<file path="config.mk">
export PLATFORM = sky130hd
export DESIGN_NAME = calendar_to_epoch_seconds
export DESIGN_NICKNAME = d
export VERILOG_FILES = /design/src/rtl/core/c2e_pkg.sv /design/src/rtl/core/calendar_to_epoch_seconds.sv /design/src/rtl/core/c2e_date_unit.sv
export VERILOG_INCLUDE_DIRS = /design/src /design/src/rtl/core
export SDC_FILE = /design/constraint.sdc
export NUM_CORES = 1
export LEC_CHECK = 0
export BUFFER_PORTS_ARGS = -buffer_cell sky130_fd_sc_hd__buf_4
export CORE_MARGIN = 2
export CORE_UTILIZATION = 59
export CTS_CLUSTER_SIZE = 28
export DETAILED_ROUTE_END_ITERATION = 8
export GPL_TIMING_DRIVEN = 0
export PLACE_DENSITY = 0.88
export SETUP_SLACK_MARGIN = 0.3
export SYNTH_ARGS = -nofsm -noshare
export SYNTH_HDL_FRONTEND = slang
export SYNTH_SLANG_ARGS = --single-unit
</file>
<file path="constraint.sdc">
create_clock -name clock -period 11.9 [get_ports clock]
set_clock_uncertainty 0.2 [all_clocks]
set_input_delay 3.57 -clock clock [delete_from_list [all_inputs] [get_ports clock]]
set_output_delay 3.57 -clock clock [all_outputs]
set_load 0.02 [all_outputs]
</file>
<file path="src/rtl/core/calendar_to_epoch_seconds_defines.svh">
// ----------------------------------------------------------------------------
// Assertion macros for the calendar to epoch seconds block
// Shared property forms, clocked on clock and held off during reset.
// ----------------------------------------------------------------------------
`ifndef CALENDAR_TO_EPOCH_SECONDS_DEFINES_SVH
`define CALENDAR_TO_EPOCH_SECONDS_DEFINES_SVH

// same-cycle implication
`define C2E_ASSERT_NOW(label, ante, cons, msg) \
   label: assert property (@(posedge clock) disable iff (reset) (ante) |-> (cons)) \
      else $error(msg);

// next-cycle implication
`define C2E_ASSERT_NEXT(label, ante, cons, msg) \
   label: assert property (@(posedge clock) disable iff (reset) (ante) |=> (cons)) \
      else $error(msg);

`endif

</file>
<file path="src/rtl/core/c2e_pkg.sv">
// ----------------------------------------------------------------------------
// c2e_pkg
// Widths, constants, month tables and the date unit's result type.
// ----------------------------------------------------------------------------
package c2e_pkg;

   localparam int YEAR_W   = 14;
   localparam int MONTH_W  = 4;
   localparam int DAY_W    = 5;
   localparam int HOUR_W   = 5;
   localparam int MINUTE_W = 6;
   localparam int SECOND_W = 6;
   localparam int DAYS_W   = 23;  // holds the day count up to year 16383
   localparam int TOD_W    = 17;  // seconds within a day, up to 86399
   localparam int SECS_W   = 40;

   localparam logic [YEAR_W-1:0]   EPOCH_YEAR     = 14'd1970;
   localparam logic [DAYS_W-1:0]   LEAPS_AT_EPOCH = 23'd477;  // leaps_through(1970)
   localparam logic [DAYS_W-1:0]   DAYS_PER_YEAR  = 23'd365;
   localparam logic [MONTH_W-1:0]  FEBRUARY       = 4'd1;
   localparam logic [MONTH_W-1:0]  LAST_MONTH     = 4'd11;
   localparam logic [HOUR_W-1:0]   LAST_HOUR      = 5'd23;
   localparam logic [MINUTE_W-1:0] LAST_MINUTE    = 6'd59;
   localparam logic [SECOND_W-1:0] LAST_SECOND    = 6'd59;

   // year / 100 as (year * 5243) >> 19, exact over the 14-bit year range
   localparam int DIV100_MUL_W = 13;
   localparam int DIV100_SHIFT = 19;
   localparam int DIV100_Q_W   = 8;
   localparam logic [DIV100_MUL_W-1:0] DIV100_MUL = 13'd5243;

   localparam logic [TOD_W-1:0]  SECS_PER_HOUR   = 17'd3600;
   localparam logic [TOD_W-1:0]  SECS_PER_MINUTE = 17'd60;
   localparam logic [SECS_W-1:0] SECS_PER_DAY    = 40'd86400;

   typedef struct packed {
      logic              bad;
      logic [DAYS_W-1:0] days;
      logic [TOD_W-1:0]  tod;
   } c2e_date_type;

   function automatic logic [DAY_W-1:0] month_length(input logic [MONTH_W-1:0] mon);
      logic [DAY_W-1:0] len;
      unique case (mon)
         4'd1:                 len = 5'd28;
         4'd3, 4'd5, 4'd8, 4'd10: len = 5'd30;
         default:              len = 5'd31;
      endcase
      return len;
   endfunction

   function automatic logic [8:0] days_before(input logic [MONTH_W-1:0] mon);
      logic [8:0] d;
      unique case (mon)
         4'd0:    d = 9'd0;
         4'd1:    d = 9'd31;
         4'd2:    d = 9'd59;
         4'd3:    d = 9'd90;
         4'd4:    d = 9'd120;
         4'd5:    d = 9'd151;
         4'd6:    d = 9'd181;
         4'd7:    d = 9'd212;
         4'd8:    d = 9'd243;
         4'd9:    d = 9'd273;
         4'd10:   d = 9'd304;
         4'd11:   d = 9'd334;
         default: d = 9'd0;
      endcase
      return d;
   endfunction

endpackage

</file>
<file path="src/rtl/core/calendar_to_epoch_seconds.sv">
// ----------------------------------------------------------------------------
// calendar_to_epoch_seconds
// Broken-down UTC date and time to seconds since 1970-01-01 00:00:00.
// ----------------------------------------------------------------------------
// One result word per request word, in order. The block takes a word every
// cycle unless a stalled output has filled all stages. A word passes an input
// register, a register holding the day count and the seconds within the day,
// and the output register, with the scaling of days by 86400 between the last
// two. An invalid date or time gives all ones in rsp_tdata and rsp_tuser high.
// A stalled output holds its word while the earlier stages keep filling.
`include "calendar_to_epoch_seconds_defines.svh"

module calendar_to_epoch_seconds
   import c2e_pkg::*;
(
   input  logic              clock,
   input  logic              reset,

   input  logic              req_tvalid,
   output logic              req_tready,
   // full_year[13:0], month_index[17:14], day_of_month[22:18],
   // hour_of_day[27:23], minute_of_hour[33:28], second_of_minute[39:34]
   input  logic [39:0]       req_tdata,

   output logic              rsp_tvalid,
   input  logic              rsp_tready,
   // epoch_seconds[39:0], signed
   output logic [SECS_W-1:0] rsp_tdata,
   // is_invalid[0]
   output logic              rsp_tuser
);

   logic                a_valid_ff, a_valid_in;
   logic [39:0]         a_data_ff;
   logic                b_valid_ff, b_valid_in;
   c2e_date_type        b_date_ff;
   logic                c_valid_ff, c_valid_in;
   logic [SECS_W-1:0]   c_secs_ff, c_secs_in;
   logic                c_bad_ff;

   logic                a_free, b_free, c_free;
   c2e_date_type        date;

   c2e_date_unit u_date (
      .year   (a_data_ff[13:0]),
      .month  (a_data_ff[17:14]),
      .day    (a_data_ff[22:18]),
      .hour   (a_data_ff[27:23]),
      .minute (a_data_ff[33:28]),
      .second (a_data_ff[39:34]),
      .date   (date)
   );

   // a stage may load when it is empty or its word moves on
   always_comb begin
      c_free     = !c_valid_ff || rsp_tready;
      b_free     = !b_valid_ff || c_free;
      a_free     = !a_valid_ff || b_free;
      a_valid_in = a_free ? req_tvalid : a_valid_ff;
      b_valid_in = b_free ? a_valid_ff : b_valid_ff;
      c_valid_in = c_free ? b_valid_ff : c_valid_ff;
      c_secs_in  = b_date_ff.bad ? {SECS_W{1'b1}}
                 : SECS_W'(b_date_ff.days) * SECS_PER_DAY + SECS_W'(b_date_ff.tod);
   end

   always_ff @(posedge clock) begin
      if (reset) begin
         a_valid_ff <= 1'b0;
         b_valid_ff <= 1'b0;
         c_valid_ff <= 1'b0;
      end else begin
         a_valid_ff <= a_valid_in;
         b_valid_ff <= b_valid_in;
         c_valid_ff <= c_valid_in;
      end
   end

   always_ff @(posedge clock) begin
      if (a_free && req_tvalid) begin
         a_data_ff <= req_tdata;
      end
      if (b_free && a_valid_ff) begin
         b_date_ff <= date;
      end
      if (c_free && b_valid_ff) begin
         c_secs_ff <= c_secs_in;
         c_bad_ff  <= b_date_ff.bad;
      end
   end

   assign req_tready = a_free;
   assign rsp_tvalid = c_valid_ff;
   assign rsp_tdata  = c_secs_ff;
   assign rsp_tuser  = c_bad_ff;

   `C2E_ASSERT_NOW(a_invalid_all_ones, rsp_tvalid && rsp_tuser,
      rsp_tdata == {SECS_W{1'b1}}, "invalid word without all-ones seconds")
   `C2E_ASSERT_NOW(a_valid_non_negative, rsp_tvalid && !rsp_tuser,
      !rsp_tdata[SECS_W-1], "valid word with negative seconds")
   `C2E_ASSERT_NEXT(a_accept_loads, req_tvalid && req_tready,
      a_valid_ff, "accepted word not held in input stage")
   `C2E_ASSERT_NEXT(a_advance_to_output, b_valid_ff && c_free,
      c_valid_ff, "day stage word lost on the way to the output")

endmodule

</file>
<file path="src/rtl/core/c2e_date_unit.sv">
// ----------------------------------------------------------------------------
// c2e_date_unit
// Field checks, Gregorian leap rule and day count since the epoch, plus the
// seconds within the day.
// ----------------------------------------------------------------------------
module c2e_date_unit
   import c2e_pkg::*;
(
   input  logic [YEAR_W-1:0]   year,
   input  logic [MONTH_W-1:0]  month,
   input  logic [DAY_W-1:0]    day,
   input  logic [HOUR_W-1:0]   hour,
   input  logic [MINUTE_W-1:0] minute,
   input  logic [SECOND_W-1:0] second,
   output c2e_date_type        date
);

   logic [YEAR_W+DIV100_MUL_W-1:0] div_prod;
   logic [DIV100_Q_W-1:0]          q100;
   logic [YEAR_W-1:0]              hundreds;
   logic                           century;
   logic                           leap;
   logic [YEAR_W-3:0]              leaps;
   logic [DAY_W-1:0]               len;
   logic [YEAR_W-1:0]              year_off;
   logic                           adj;

   always_comb begin
      div_prod = {{DIV100_MUL_W{1'b0}}, year} * {{YEAR_W{1'b0}}, DIV100_MUL};
      q100     = div_prod[YEAR_W+DIV100_MUL_W-1:DIV100_SHIFT];
      hundreds = YEAR_W'(q100) * YEAR_W'(100);
      century  = (hundreds == year);
      leap     = (year[1:0] == 2'b00) && (!century || (q100[1:0] == 2'b00));
      // leaps_through(year) = y/4 - y/100 + y/400
      leaps    = year[YEAR_W-1:2] - (YEAR_W-2)'(q100)
                 + (YEAR_W-2)'(q100[DIV100_Q_W-1:2]);

      len = month_length(month) + DAY_W'(leap && (month == FEBRUARY));

      date.bad = (year < EPOCH_YEAR) || (month > LAST_MONTH) || (day == '0)
                 || (day > len) || (hour > LAST_HOUR) || (minute > LAST_MINUTE)
                 || (second > LAST_SECOND);

      // drop this year's leap day until March
      adj       = leap && (month <= FEBRUARY);
      year_off  = year - EPOCH_YEAR;
      date.days = DAYS_W'(year_off) * DAYS_PER_YEAR
                  + DAYS_W'(days_before(month))
                  + DAYS_W'(day) - DAYS_W'(1)
                  + DAYS_W'(leaps) - LEAPS_AT_EPOCH
                  - DAYS_W'(adj);

      date.tod = TOD_W'(hour) * SECS_PER_HOUR + TOD_W'(minute) * SECS_PER_MINUTE
                 + TOD_W'(second);
   end

endmodule
</file>
==> impl_metrics.env <==
export IMPL_status="complete, but fails checks"
export IMPL_violations="setup timing"
export IMPL_holdWs_ns=0.228
export IMPL_layout_setup_ws_ns=-1.07
export IMPL_first_pass_iters=6
export IMPL_worstMarginPinSlew_ns=0.990
export IMPL_via_per_inst=6.09
export IMPL_r2r_start="a_data_ff[4]$_DFFE_PP_"
export IMPL_grt_overflow_total=0
export IMPL_gp_congestion=0.899
export IMPL_grt_pass1_wl_um=83600
export IMPL_cts_max_path_buffers=2
export IMPL_drv_slew=0
export IMPL_crit_required_ns=11.90
export IMPL_hold_path_class="reg2reg"
export IMPL_netlist_area_sq_um=19900
export IMPL_ant_nets=0
export IMPL_finalSetupViolCount=13
export IMPL_synth_fp_nets=2667
export IMPL_die_h_um=188
export IMPL_drive_gt1_share_pct=17.1
export IMPL_maxCapViolCount=0
export IMPL_first_global_vias=17000
export IMPL_worst_ep_arrival_time_ns=12.97
export IMPL_hold_viol=0
export IMPL_slowest_delay_ns=0.72
export IMPL_core_sq_um=33400
export IMPL_worst_setup_path_end_kind="register"
export IMPL_clkSlewWorstSetupHoldPaths_ns=0.06
export IMPL_synthArstFlopShare_pct=0
export IMPL_ys_flop_type="edfxtp_1"
export IMPL_drt_iter0_drc=1612
export IMPL_num_vias=16200
export IMPL_worstHoldStart="a_data_ff[35]$_DFFE_PP_"
export IMPL_cts_root_buf="clkbuf_16"
export IMPL_cp_max_fo=5
export IMPL_wl_per_cell_um=22.5
export IMPL_worstSetupPathType="reg2reg"
export IMPL_ff2ff_setup_slack_ns=-1.07
export IMPL_grt_max_degree=41
export IMPL_drc=0
export IMPL_synth_seq_cells=134
export IMPL_reg2reg_depth=47
export IMPL_synth_edf_count=122
export IMPL_fmax_ghz=0.0771
export IMPL_die_x_um=188
export IMPL_initial_utilization_pct=59.6
export IMPL_use_met1_pct=30.4
export IMPL_clock_sinks=134
export IMPL_met3_usage_pct=6.03
export IMPL_ios=87
export IMPL_numCtsBuffers=17
export IMPL_placed_cells=2528
export IMPL_clk_latency_ns=0.46
export IMPL_slew_limit_headroom_pct=33.3
export IMPL_worstHoldEndpoint="b_date_ff[1]$_DFFE_PP_"
export IMPL_routed_wl_um=59900
export IMPL_final_cells=2658
export IMPL_rows=67
export IMPL_num_nets_final=2872
export IMPL_seq_area_sq_um=3900
export IMPL_cts_tree="done"
export IMPL_slowest_stage="fa_1"
export IMPL_dieArea_sq_um=35200
export IMPL_io_buffer_count=86
export IMPL_rsz0062_at_grt="true"
export IMPL_syn2layout_area_growth_pct=17.4
export IMPL_antenna_found_initial=0
export IMPL_busiest_layer="met2"
export IMPL_startpoint_type="register"
export IMPL_antenna_cells=0
export IMPL_netlist_cell_type_count=68
export IMPL_period_share_pct=109
export IMPL_whs_path_depth=0
export IMPL_nFillCells=2059
export IMPL_multiInputGateArea_sq_um=14900
export IMPL_post_route_min_period_ns=12.97
export IMPL_grt_use_total_pct=29.9
export IMPL_synth_cells=1992
export IMPL_yosysWarnings=0
export IMPL_crit_path_frequent_cell="fa_1"
export IMPL_hpwl_um=34700
export IMPL_htreeDepth=4
export IMPL_grtUsageMet2_pct=54.7
export IMPL_synth_avg_cell_area_sq_um=9.98
export IMPL_r2r_end="b_date_ff[38]$_DFFE_PP_"
export IMPL_yosysSeqAreaShare_pct=19.6
metal layers:
layer | vias to the layer above | wire (um)
met2 | 1074 | 29600
met5 | - | 0
met4 | 0 | 5630
li1 | 6949 | -
met1 | 7697 | 20100
met3 | 473 | 4540
worst max path at each step:
| stage | startpoint | end | slack [ns] |
|---|---|---|---|
| 2_1_floorplan | a_data_ff[0]$_DFFE_PP_ | b_date_ff[38]$_DFFE_PP_ | 0.31 |
| 3_5_place_dp | a_data_ff[0]$_DFFE_PP_ | b_date_ff[39]$_DFFE_PP_ | -1.41 |
| 6_report | a_data_ff[4]$_DFFE_PP_ | b_date_ff[38]$_DFFE_PP_ | -1.07 |
| 4_1_cts | a_data_ff[4]$_DFFE_PP_ | b_date_ff[38]$_DFFE_PP_ | 0.29 |
| 5_1_grt | a_data_ff[12]$_DFFE_PP_ | b_date_ff[38]$_DFFE_PP_ | -1.03 |
| 3_3_place_gp | a_data_ff[0]$_DFFE_PP_ | b_date_ff[39]$_DFFE_PP_ | -0.96 |
through the flow:
step / TNS, ns / setup slack (ns) / utilization [%] / area (sq um)
floorplan: 0 / 0.311 / - / 19900
global placement: -7.04 / -0.957 / 63.3 / 21100
detailed placement: -13.34 / -1.41 / 63.5 / 21200
CTS: 0 / 0.294 / 68.4 / 22800
global route: -8.64 / -1.03 / 70.0 / 23400
finish: -9.45 / -1.07 / 70.0 / 23400
final cells by class:
| type | count | area share (%) |
|---|---|---|
| Clock inverter | 11 | 0.541 |
| Tap cell | 448 | 2.40 |
| Clock buffer | 21 | 1.93 |
| Inverter | 503 | 8.13 |
| Multi-Input combinational cell | 1340 | 63.6 |
| Sequential cell | 134 | 16.7 |
| Buffer | 15 | 0.327 |
| Timing Repair Buffer | 186 | 6.36 |
cells by family (layout without fill, tap and decap cells):
| logic type | after synthesis | in the layout | synth area share, % |
|---|---|---|---|
| buffers and inverters | 518 | 736 | 9.88 |
| AO/OA/AOI/OAI | 278 | 278 | 8.99 |
| AND/OR/NAND/NOR | 296 | 296 | 7.80 |
| flip-flops | 134 | 134 | 19.6 |
| adder cells (fa/ha/maj) | 631 | 631 | 47.7 |
| multiplexers | 9 | 9 | 0.459 |
| XOR/XNOR | 126 | 126 | 5.55 |
critical path, delay by kind of cell, from the launching register on:
family	cells	cell delay [ns]
adder cells (fa/ha/maj)	14	5.62
AO/OA/AOI/OAI	16	3.53
AND/OR/NAND/NOR	8	1.70
buffers and inverters	7	0.87
flip-flops	1	0.48
XOR/XNOR	2	0.26
synthesized netlist by cell type (4+ instances only):
| cell type | instances | area [sq um] |
|---|---|---|
| o21ai_0 | 47 | 235 |
| nand2b_1 | 11 | 68.8 |
| o21bai_1 | 16 | 120 |
| a211oi_1 | 9 | 67.6 |
| nor4_1 | 9 | 56.3 |
| a21oi_1 | 89 | 445 |
| a21boi_0 | 5 | 37.5 |
| nand2_1 | 69 | 259 |
| xnor2_1 | 90 | 788 |
| and2_1 | 9 | 56.3 |
| or3_1 | 14 | 87.6 |
| edfxtp_1 | 122 | 3660 |
| nor2b_1 | 22 | 138 |
| or2_2 | 18 | 113 |
| nand4_1 | 8 | 50.1 |
| clkbuf_1 | 8 | 30.0 |
| ha_1 | 419 | 5240 |
| a2111oi_0 | 6 | 52.6 |
| dfxtp_1 | 12 | 240 |
| nor3_1 | 21 | 105 |
| mux2i_1 | 8 | 80.1 |
| nand3_1 | 32 | 160 |
| nor2_1 | 47 | 176 |
| and3_1 | 16 | 100 |
| o21a_1 | 7 | 52.6 |
| a211o_1 | 6 | 52.6 |
| a31oi_1 | 9 | 56.3 |
| o211ai_1 | 6 | 45.0 |
| inv_1 | 502 | 1880 |
| fa_1 | 212 | 4240 |
| nand3b_1 | 4 | 30.0 |
| xor2_1 | 36 | 315 |
| a311oi_1 | 4 | 35.0 |
| a21o_1 | 45 | 338 |
cell usage in the layout, fill, tap and decap left out, types with 18 or more instances in the layout:
master	instances
nand2_1	66
a21o_1	45
edfxtp_1	122
ha_1	389
buf_6	18
inv_2	22
xnor2_1	88
nor2_1	42
nand3_1	29
inv_1	477
fa_1	199
nor2b_1	19
buf_4	169
a21oi_1	71
o21ai_0	41
ha_4	24
xor2_1	32
what timing repair did:
| item | in CTS | in global routing |
|---|---|---|
| cloned | 0 | 0 |
| endpoints found under the setup margin | 18 | 13 |
| hold buffers | 0 | 0 |
| resized for setup | 100 | 77 |
| pin swaps | 83 | 54 |
| setup buffers | 76 | 22 |
registers in the layout, summed over array words and instances (netlist names), named ones only:
name / count
b_date_ff: 41
a_data_ff: 40
rsp_tdata: 40
a_valid_ff: 1
b_valid_ff: 1
rsp_tuser: 1
rsp_tvalid: 1
Power is not shown: default switching activity piles up to over one toggle a cycle in this logic, so the estimate is an artifact.
